--- src/sv/rctn_pkg.sv ---
// rctn_pkg: shared types, codes and saturating helpers for the request cost tracker.
// No dependencies; imported by rctn_front, rctn_back and the top level.
package rctn_pkg;

	localparam logic [1:0] KIND_NORMAL    = 2'd0;
	localparam logic [1:0] KIND_READ_ERR  = 2'd1;
	localparam logic [1:0] KIND_WRITE_ERR = 2'd2;
	localparam logic [1:0] KIND_FAULT     = 2'd3;

	typedef struct packed {
		logic rd_err;
		logic wr_err;
		logic fault;
	} kind_flags_t;

	typedef struct packed {
		logic [31:0] duration_us;
		logic [31:0] request_bytes;
		logic [31:0] response_bytes;
		kind_flags_t flags;
	} item_t;

	function automatic logic [63:0] sat_add64(input logic [63:0] a, input logic [31:0] b);
		logic [64:0] s;
		s = {1'b0, a} + {33'b0, b};
		return s[64] ? {64{1'b1}} : s[63:0];
	endfunction

	function automatic logic [31:0] sat_inc32(input logic [31:0] a);
		return (a == {32{1'b1}}) ? a : a + 32'd1;
	endfunction

endpackage

--- src/sv/rctn_front.sv ---
// rctn_front: accepts report words, decodes the completion kind and holds them
// in a two-entry queue for the back end. Depends on rctn_pkg.
module rctn_front
	import rctn_pkg::*;
(
	input  logic        clk,
	input  logic        arst_n,
	input  logic        in_valid,
	output logic        in_ready,
	input  logic [31:0] duration_us,
	input  logic [31:0] request_bytes,
	input  logic [31:0] response_bytes,
	input  logic [1:0]  completion_kind,
	output logic        q_valid,
	output item_t       q_item,
	input  logic        q_pop
);

	item_t       mem_q [2];
	logic        wr_ptr_q;
	logic        rd_ptr_q;
	logic [1:0]  cnt_q;
	item_t       new_item;
	logic        push;

	always_comb begin
		new_item.duration_us    = duration_us;
		new_item.request_bytes  = request_bytes;
		new_item.response_bytes = response_bytes;
		new_item.flags.rd_err   = (completion_kind == KIND_READ_ERR);
		new_item.flags.wr_err   = (completion_kind == KIND_WRITE_ERR);
		new_item.flags.fault    = (completion_kind == KIND_FAULT);
	end

	assign in_ready = (cnt_q != 2'd2);
	assign push     = in_valid && in_ready;
	assign q_valid  = (cnt_q != 2'd0);
	assign q_item   = mem_q[rd_ptr_q];

	always_ff @(posedge clk) begin
		if (push) begin
			mem_q[wr_ptr_q] <= new_item;
		end
	end

	always_ff @(posedge clk or negedge arst_n) begin
		if (!arst_n) begin
			wr_ptr_q <= 1'b0;
			rd_ptr_q <= 1'b0;
			cnt_q    <= 2'd0;
		end else begin
			if (push) begin
				wr_ptr_q <= ~wr_ptr_q;
			end
			if (q_pop) begin
				rd_ptr_q <= ~rd_ptr_q;
			end
			case ({push, q_pop})
				2'b10:   cnt_q <= cnt_q + 2'd1;
				2'b01:   cnt_q <= cnt_q - 2'd1;
				default: cnt_q <= cnt_q;
			endcase
		end
	end

	a_cnt_range: assert property (@(posedge clk) disable iff (!arst_n) cnt_q != 2'd3)
		else $error("queue count out of range");
	a_pop_nonempty: assert property (@(posedge clk) disable iff (!arst_n) q_pop |-> q_valid)
		else $error("pop from empty queue");
	a_fill: assert property (@(posedge clk) disable iff (!arst_n)
		(push && !q_pop) |=> (cnt_q == $past(cnt_q) + 2'd1))
		else $error("queue count did not follow push");

endmodule

--- src/sv/rctn_back.sv ---
// rctn_back: updates totals, peaks, error counters and the sorted top duration list,
// then loads the result word register. Depends on rctn_pkg.
module rctn_back
	import rctn_pkg::*;
#(
	parameter int TOP_ENTRIES = 8
)(
	input  logic        clk,
	input  logic        arst_n,
	input  logic        q_valid,
	input  item_t       q_item,
	output logic        q_pop,
	output logic        out_valid,
	input  logic        out_ready,
	output logic [31:0] requests_done,
	output logic [63:0] time_total_us,
	output logic [63:0] request_bytes_total,
	output logic [63:0] response_bytes_total,
	output logic [31:0] request_bytes_peak,
	output logic [31:0] response_bytes_peak,
	output logic [31:0] read_error_count,
	output logic [31:0] write_error_count,
	output logic [31:0] fault_count,
	output logic [31:0] kept_smallest_us,
	output logic [31:0] kept_largest_us
);

	localparam logic [1:0] ST_IDLE = 2'd0;
	localparam logic [1:0] ST_CMP  = 2'd1;
	localparam logic [1:0] ST_UPD  = 2'd2;
	localparam logic [1:0] ST_OUT  = 2'd3;

	logic [1:0]             state_q;
	logic [31:0]            dur_q;
	logic [31:0]            top_q [TOP_ENTRIES];
	logic [31:0]            up [TOP_ENTRIES];
	logic [TOP_ENTRIES-1:0] lt_q;
	logic [TOP_ENTRIES-1:0] lt_next;
	logic                   empty_q;
	logic                   below_q;
	logic [31:0]            req_cnt_q;
	logic [63:0]            dur_sum_q;
	logic [63:0]            rq_sum_q;
	logic [63:0]            rs_sum_q;
	logic [31:0]            rq_max_q;
	logic [31:0]            rs_max_q;
	logic [31:0]            rd_errs_q;
	logic [31:0]            wr_errs_q;
	logic [31:0]            faults_q;
	logic                   out_valid_q;
	logic                   load_out;

	assign q_pop     = (state_q == ST_IDLE) && q_valid;
	assign load_out  = (state_q == ST_OUT) && (!out_valid_q || out_ready);
	assign out_valid = out_valid_q;
	assign lt_next   = {1'b0, lt_q[TOP_ENTRIES-1:1]};

	always_comb begin
		for (int i = 0; i < TOP_ENTRIES - 1; i++) begin
			up[i] = top_q[i+1];
		end
		up[TOP_ENTRIES-1] = top_q[TOP_ENTRIES-1];
	end

	always_ff @(posedge clk or negedge arst_n) begin
		if (!arst_n) begin
			state_q     <= ST_IDLE;
			out_valid_q <= 1'b0;
			req_cnt_q   <= '0;
			dur_sum_q   <= '0;
			rq_sum_q    <= '0;
			rs_sum_q    <= '0;
			rq_max_q    <= '0;
			rs_max_q    <= '0;
			rd_errs_q   <= '0;
			wr_errs_q   <= '0;
			faults_q    <= '0;
			lt_q        <= '0;
			empty_q     <= 1'b0;
			below_q     <= 1'b0;
			for (int i = 0; i < TOP_ENTRIES; i++) begin
				top_q[i] <= '0;
			end
		end else begin
			if (out_valid_q && out_ready) begin
				out_valid_q <= 1'b0;
			end
			case (state_q)
				ST_IDLE: begin
					if (q_valid) begin
						req_cnt_q <= sat_inc32(req_cnt_q);
						dur_sum_q <= sat_add64(dur_sum_q, q_item.duration_us);
						rq_sum_q  <= sat_add64(rq_sum_q, q_item.request_bytes);
						rs_sum_q  <= sat_add64(rs_sum_q, q_item.response_bytes);
						if (q_item.request_bytes > rq_max_q) begin
							rq_max_q <= q_item.request_bytes;
						end
						if (q_item.response_bytes > rs_max_q) begin
							rs_max_q <= q_item.response_bytes;
						end
						if (q_item.flags.rd_err) begin
							rd_errs_q <= sat_inc32(rd_errs_q);
						end
						if (q_item.flags.wr_err) begin
							wr_errs_q <= sat_inc32(wr_errs_q);
						end
						if (q_item.flags.fault) begin
							faults_q <= sat_inc32(faults_q);
						end
						state_q <= ST_CMP;
					end
				end
				ST_CMP: begin
					for (int i = 0; i < TOP_ENTRIES; i++) begin
						lt_q[i] <= (top_q[i] < dur_q);
					end
					empty_q <= (top_q[TOP_ENTRIES-1] == 32'd0);
					below_q <= (dur_q < top_q[0]);
					state_q <= ST_UPD;
				end
				ST_UPD: begin
					if (!below_q) begin
						if (empty_q) begin
							top_q[TOP_ENTRIES-1] <= dur_q;
						end else begin
							for (int i = 0; i < TOP_ENTRIES; i++) begin
								if (lt_next[i]) begin
									top_q[i] <= up[i];
								end else if (lt_q[i] || (i == 0)) begin
									top_q[i] <= dur_q;
								end
							end
						end
					end
					state_q <= ST_OUT;
				end
				ST_OUT: begin
					if (load_out) begin
						out_valid_q <= 1'b1;
						state_q     <= ST_IDLE;
					end
				end
				default: state_q <= ST_IDLE;
			endcase
		end
	end

	always_ff @(posedge clk) begin
		if (q_pop) begin
			dur_q <= q_item.duration_us;
		end
		if (load_out) begin
			requests_done        <= req_cnt_q;
			time_total_us        <= dur_sum_q;
			request_bytes_total  <= rq_sum_q;
			response_bytes_total <= rs_sum_q;
			request_bytes_peak   <= rq_max_q;
			response_bytes_peak  <= rs_max_q;
			read_error_count     <= rd_errs_q;
			write_error_count    <= wr_errs_q;
			fault_count          <= faults_q;
			kept_smallest_us     <= top_q[0];
			kept_largest_us      <= top_q[TOP_ENTRIES-1];
		end
	end

	// list is kept ascending, so the below-d mask is a run of ones from entry 0
	a_lt_prefix: assert property (@(posedge clk) disable iff (!arst_n)
		(state_q == ST_UPD) |-> ((lt_next & ~lt_q) == '0))
		else $error("compare mask not a prefix");
	a_list_order: assert property (@(posedge clk) disable iff (!arst_n)
		(state_q == ST_OUT) |-> (top_q[0] <= top_q[TOP_ENTRIES-1]))
		else $error("top list out of order");
	a_pop_idle: assert property (@(posedge clk) disable iff (!arst_n)
		q_pop |=> (state_q == ST_CMP))
		else $error("pop outside idle");
	a_load_free: assert property (@(posedge clk) disable iff (!arst_n)
		load_out |=> out_valid_q)
		else $error("result word not presented");

endmodule

--- src/sv/request_cost_tracker_top_n_core.sv ---
// request_cost_tracker_top_n_core: top level of the request cost tracker.
// Instantiates rctn_front and rctn_back; depends on rctn_pkg.
//
// Usage:
//   Input channel in_valid/in_ready carries one report word: duration_us,
//   request_bytes, response_bytes and completion_kind. Output channel
//   out_valid/out_ready carries one result word per report: the running
//   totals, peaks, error counters and the smallest and largest kept durations
//   after that report.
//   A two-entry queue in the front end takes words while the back end works.
//   The back end handles each word as pop and totals, compare against all
//   kept entries in parallel, list insert and result load, in that order,
//   and pops the next word from the queue only after the result load.
//   If the receiver stalls, the result word waits in its output register; the
//   back end holds the next finished word and the queue keeps taking input
//   until it is full, then in_ready drops.
//   Reset clears all totals, counters, peaks and the kept list to zero and
//   empties the queue.
module request_cost_tracker_top_n_core
	import rctn_pkg::*;
#(
	parameter int TOP_ENTRIES = 8
)(
	input  logic        clk,
	input  logic        arst_n,
	input  logic        in_valid,
	output logic        in_ready,
	input  logic [31:0] duration_us,
	input  logic [31:0] request_bytes,
	input  logic [31:0] response_bytes,
	input  logic [1:0]  completion_kind,
	output logic        out_valid,
	input  logic        out_ready,
	output logic [31:0] requests_done,
	output logic [63:0] time_total_us,
	output logic [63:0] request_bytes_total,
	output logic [63:0] response_bytes_total,
	output logic [31:0] request_bytes_peak,
	output logic [31:0] response_bytes_peak,
	output logic [31:0] read_error_count,
	output logic [31:0] write_error_count,
	output logic [31:0] fault_count,
	output logic [31:0] kept_smallest_us,
	output logic [31:0] kept_largest_us
);

	logic  q_valid;
	logic  q_pop;
	item_t q_item;

	rctn_front u_front (
		.clk             (clk),
		.arst_n          (arst_n),
		.in_valid        (in_valid),
		.in_ready        (in_ready),
		.duration_us     (duration_us),
		.request_bytes   (request_bytes),
		.response_bytes  (response_bytes),
		.completion_kind (completion_kind),
		.q_valid         (q_valid),
		.q_item          (q_item),
		.q_pop           (q_pop)
	);

	rctn_back #(
		.TOP_ENTRIES (TOP_ENTRIES)
	) u_back (
		.clk                  (clk),
		.arst_n               (arst_n),
		.q_valid              (q_valid),
		.q_item               (q_item),
		.q_pop                (q_pop),
		.out_valid            (out_valid),
		.out_ready            (out_ready),
		.requests_done        (requests_done),
		.time_total_us        (time_total_us),
		.request_bytes_total  (request_bytes_total),
		.response_bytes_total (response_bytes_total),
		.request_bytes_peak   (request_bytes_peak),
		.response_bytes_peak  (response_bytes_peak),
		.read_error_count     (read_error_count),
		.write_error_count    (write_error_count),
		.fault_count          (fault_count),
		.kept_smallest_us     (kept_smallest_us),
		.kept_largest_us      (kept_largest_us)
	);

endmodule

--- config.mk ---
export PLATFORM = sky130hd
export DESIGN_NAME = request_cost_tracker_top_n_core
export DESIGN_NICKNAME = d
export VERILOG_FILES = /design/src/sv/rctn_pkg.sv /design/src/sv/rctn_front.sv /design/src/sv/rctn_back.sv /design/src/sv/request_cost_tracker_top_n_core.sv
export SDC_FILE = /design/constraint.sdc
export NUM_CORES = 2
export LEC_CHECK = 0
export BUFFER_PORTS_ARGS = -buffer_cell sky130_fd_sc_hd__buf_2
export CORE_ASPECT_RATIO = 1.5
export CORE_MARGIN = 1.5
export CORE_UTILIZATION = 50
export CTS_CLUSTER_DIAMETER = 30
export DETAILED_ROUTE_END_ITERATION = 12
export PLACE_DENSITY_LB_ADDON = 0.2
export SLEW_MARGIN = 20
export SYNTH_ARGS = -nofsm -noshare
export SYNTH_HDL_FRONTEND = slang
export SYNTH_HIERARCHICAL = 1
export SYNTH_SLANG_ARGS = --single-unit
export TNS_END_PERCENT = 50
--- constraint.sdc ---
create_clock -name clk -period 12 [get_ports clk]
set_input_delay 2.4 -clock clk [delete_from_list [all_inputs] [get_ports clk]]
set_output_delay 2.4 -clock clk [all_outputs]
set_load 0.005 [all_outputs]
==> results.cfg <==
[outcome]
status = finished, final reports clean

[place]
place.detailed.hpwl_mm = 124
dp_slack_ps = 6460
globalplace.congestion = 0.952
io_buffers = 551
placed_cell_area_mm2 = 0.0676

[finish]
fillers = 9992
final_util_pct = 59.7
postLayoutCellArea_mm2 = 0.0748
synthToLayoutAreaGrowth_pct = 18.2
layout.nets = 6158
final_layout_size_suffix_gt1_share_pct = 20.5

[clock_network]
clock_path_buffers = 3
root_buffer = clkbuf_16
cts.repair.resized = 0
clock_latency_ps = 820
numCtsBuffers = 203
cts_tree = done
htree_levels = 4
postCtsSetupBuffers = 0
cts_hold_buf = 0
clk_pin_slew_worst_paths_ps = 50
cts_sinks = 1334

[setup_path]
r2r.worst_path.cells = 12
r2r-end = u_back/rs_sum_q[21]
rrSetupSlack_ps = 6500
startpoint = u_front/rd_ptr_q
cp-end-kind = flip-flop
critPathKind = flip-flop to flip-flop
setup.worst_path.start_class = flip-flop
reg2reg_from = u_front/rd_ptr_q
cp_data_arrival_time_ps = 6170
critPathRequiredTime_ps = 12680
crit_path_max_fanout = 40
critPathCapture = u_back/rs_sum_q[21]

[routing]
via_per_inst = 5.76
drt_pass1_iterations = 7
drt_wl_total_mm = 174
antenna_left = 0
drt-initial-drc-count = 2743
vias = 42900
drc_errors = 0
wl_per_cell_um = 23.4

[floorplan]
placementRows = 159
start_util_pct = 50.5
ios = 552
core_mm2 = 0.125
dieHeight_um = 439
die_area_mm2 = 0.129
chipWidth_um = 294

[global_route]
grt_pass1_vias = 43400
grt.total_usage_pct = 26.9
grt_max_degree = 156
top_usage_layer = met2
grtUsageMet1_pct = 31.9
gr-usage-met3_pct = 5.88
grt_pass1_wl_mm = 263
gr-usage-met2_pct = 46.2
antenna_found_initial = 27
grt_overflow = 0

[synth]
synth-edff-count = 678
synth.distinct_cells = 94
synth_top_area_cell = edfxtp_1
yosysWarningCount = 6
ys_ff_latch = 1334
yosysTopAreaCellShare_pct = 32.2
syn-num-nets = 5561
syn_inst = 5039
syn_area_mm2 = 0.0633
synth_area_leaders = edfxtp_1 (32%), dfrtp_1 (26%), ha_1 (8.2%), mux2i_1 (3.6%), a21o_1 (2.8%)
avgSynthCellArea_um2 = 12.6
seq_area_frac_synth_pct = 58.1
synth_ff_type = edfxtp_1
synthArstFlopShare_pct = 49.2

[timing]
fin_tns_setup_ps = 0
setup_viol = 0
finalCriticalPeriod_ps = 5500
max_slew_margin_pct = 18.6
timing.final.crit_share_pct = 45.8
worstMarginPinSlew_ps = 1220
setup_ws_ps = 6500
final_max_slew_viol_count = 0
clock-skew-final_ps = 34.6
hold_viol = 0
whs_ps = 466
rsz0062_at_grt = no
fmax_ghz = 0.182

[pwr]
p_leak_nw = 34.2
ir_drop_uv = 199
powerDensity_mw_per_mm2 = 300

[min_path]
hold_path_depth = 0
hold_class = flip-flop to flip-flop

[flow_run]
drv_cap = 0
cell families (layout without fill, tap and decap cells):
logic type | count (synthesis) | in the layout | synth area share (%)
AOI/OAI and AO/OA | 1047 | 1047 | 10.6
xor gates and xnor gates | 223 | 223 | 3.08
adders and majority gates | 420 | 420 | 8.34
buffers and inverters | 397 | 1176 | 2.71
DFF | 1334 | 1334 | 58.1
muxes | 459 | 459 | 8.30
other | 0 | 10 | 0
and+or+nand+nor | 1159 | 1159 | 8.93
worst min-delay path by stage:
stage	startpoint	to	slack, ps
CTS	u_back/rq_max_q[18]	u_back/request_bytes_peak[18]	470
floorplan	u_back/dur_sum_q[32]	u_back/time_total_us[32]	420
finish	u_back/rq_max_q[13]	u_back/request_bytes_peak[13]	470
global route	u_back/rq_max_q[18]	u_back/request_bytes_peak[18]	480
global placement	u_back/rs_max_q[16]	u_back/response_bytes_peak[16]	450
detailed placement	u_back/below_q	u_back/below_q	460
cell usage after synthesis, types with 6 or more instances:
master,instances
edfxtp_1,678
dfrtp_1,656
ha_1,417
nand2_1,387
o21ai_0,283
a21o_1,236
mux2i_1,228
nor2_1,221
a21oi_1,217
inv_1,188
xnor2_1,153
clkbuf_1,142
nand4_1,141
nand3_1,131
mux2_4,99
a31oi_1,81
xor2_1,70
mux2_2,69
mux2_1,63
and3_1,58
nor3_1,39
o22a_1,39
nand2b_1,29
and4_1,26
nor2b_1,25
o21ai_1,25
buf_1,24
and2_1,22
buf_2,22
nor4_1,22
o21bai_1,18
a211oi_1,15
o21a_1,15
or3_1,14
or4_1,13
a41oi_1,12
buf_12,10
o31ai_1,10
or2_2,10
o211ai_1,9
o2111ai_1,7
a211o_1,6
a221oi_1,6
buf_4,6
sequential cells by signal, indices dropped and copies added, names as in the netlist, 64 cells and up:
register,cells
u_back/top_q,256
u_front/mem_q,198
u_back/dur_sum_q,64
u_back/request_bytes_total,64
u_back/response_bytes_total,64
u_back/rq_sum_q,64
u_back/rs_sum_q,64
u_back/time_total_us,64
stage by stage:
stage / total power, mW / cells
floorplan: 13.6 / 5039
global placement: 16.2 / 7041
detailed placement: 16.4 / 7041
CTS: 22.5 / 7428
global route: 23.8 / 7434
finish: 22.4 / 7438
layout by cell type (no fill, tap or decap), drive strengths merged, types with 42 or more instances in the layout:
cell / count
nor3: 42
nand4: 141
xnor2: 153
buf: 598
nand3: 131
a21oi: 221
clkinv: 71
inv: 234
nor2: 223
dfrtp: 656
mux2i: 228
and3: 58
mux2: 231
clkbuf: 231
edfxtp: 678
xor2: 70
a31oi: 83
ha: 417
nand2: 388
a21o: 236
o21ai: 308
metal layers:
layer,up-vias,part of all wire (%)
met5,-,0.036
met4,10,5.1
met3,380,6.1
met2,1357,50
met1,21200,39
li1,19900,-
power breakdown:
group          internal [mW]  switching (mW)
Sequential              6.51            1.25
Combinational           3.57            5.05
Clock                   3.68            2.38
Total                   13.8            8.68
cell type report:
| type | count | area (µm²) | area share [%] |
|---|---|---|---|
| Tap cell | 1610 | 2010 | 2.69 |
| Timing Repair Buffer | 598 | 3180 | 4.25 |
| Clock buffer | 231 | 5320 | 7.11 |
| Sequential cell | 1334 | 36800 | 49.2 |
| Inverter | 191 | 724 | 0.968 |
| Multi-Input combinational cell | 3308 | 24900 | 33.3 |
| Antenna cell | 10 | 25.0 | 0.0334 |
| Clock inverter | 156 | 1870 | 2.50 |
worst max-delay path: stages (launching register included):
cell and delay [ps]:
dfrtp_4 980, buf_4 780, mux2_4 380, ha_1 370
a21o_1 220, a21oi_1 200, o21ai_1 110, a22oi_1 410
o31a_1 280, o41a_1 560, buf_4 380, nand2_1 360
o22a_1 300
(Power assumes the default switching activity.)
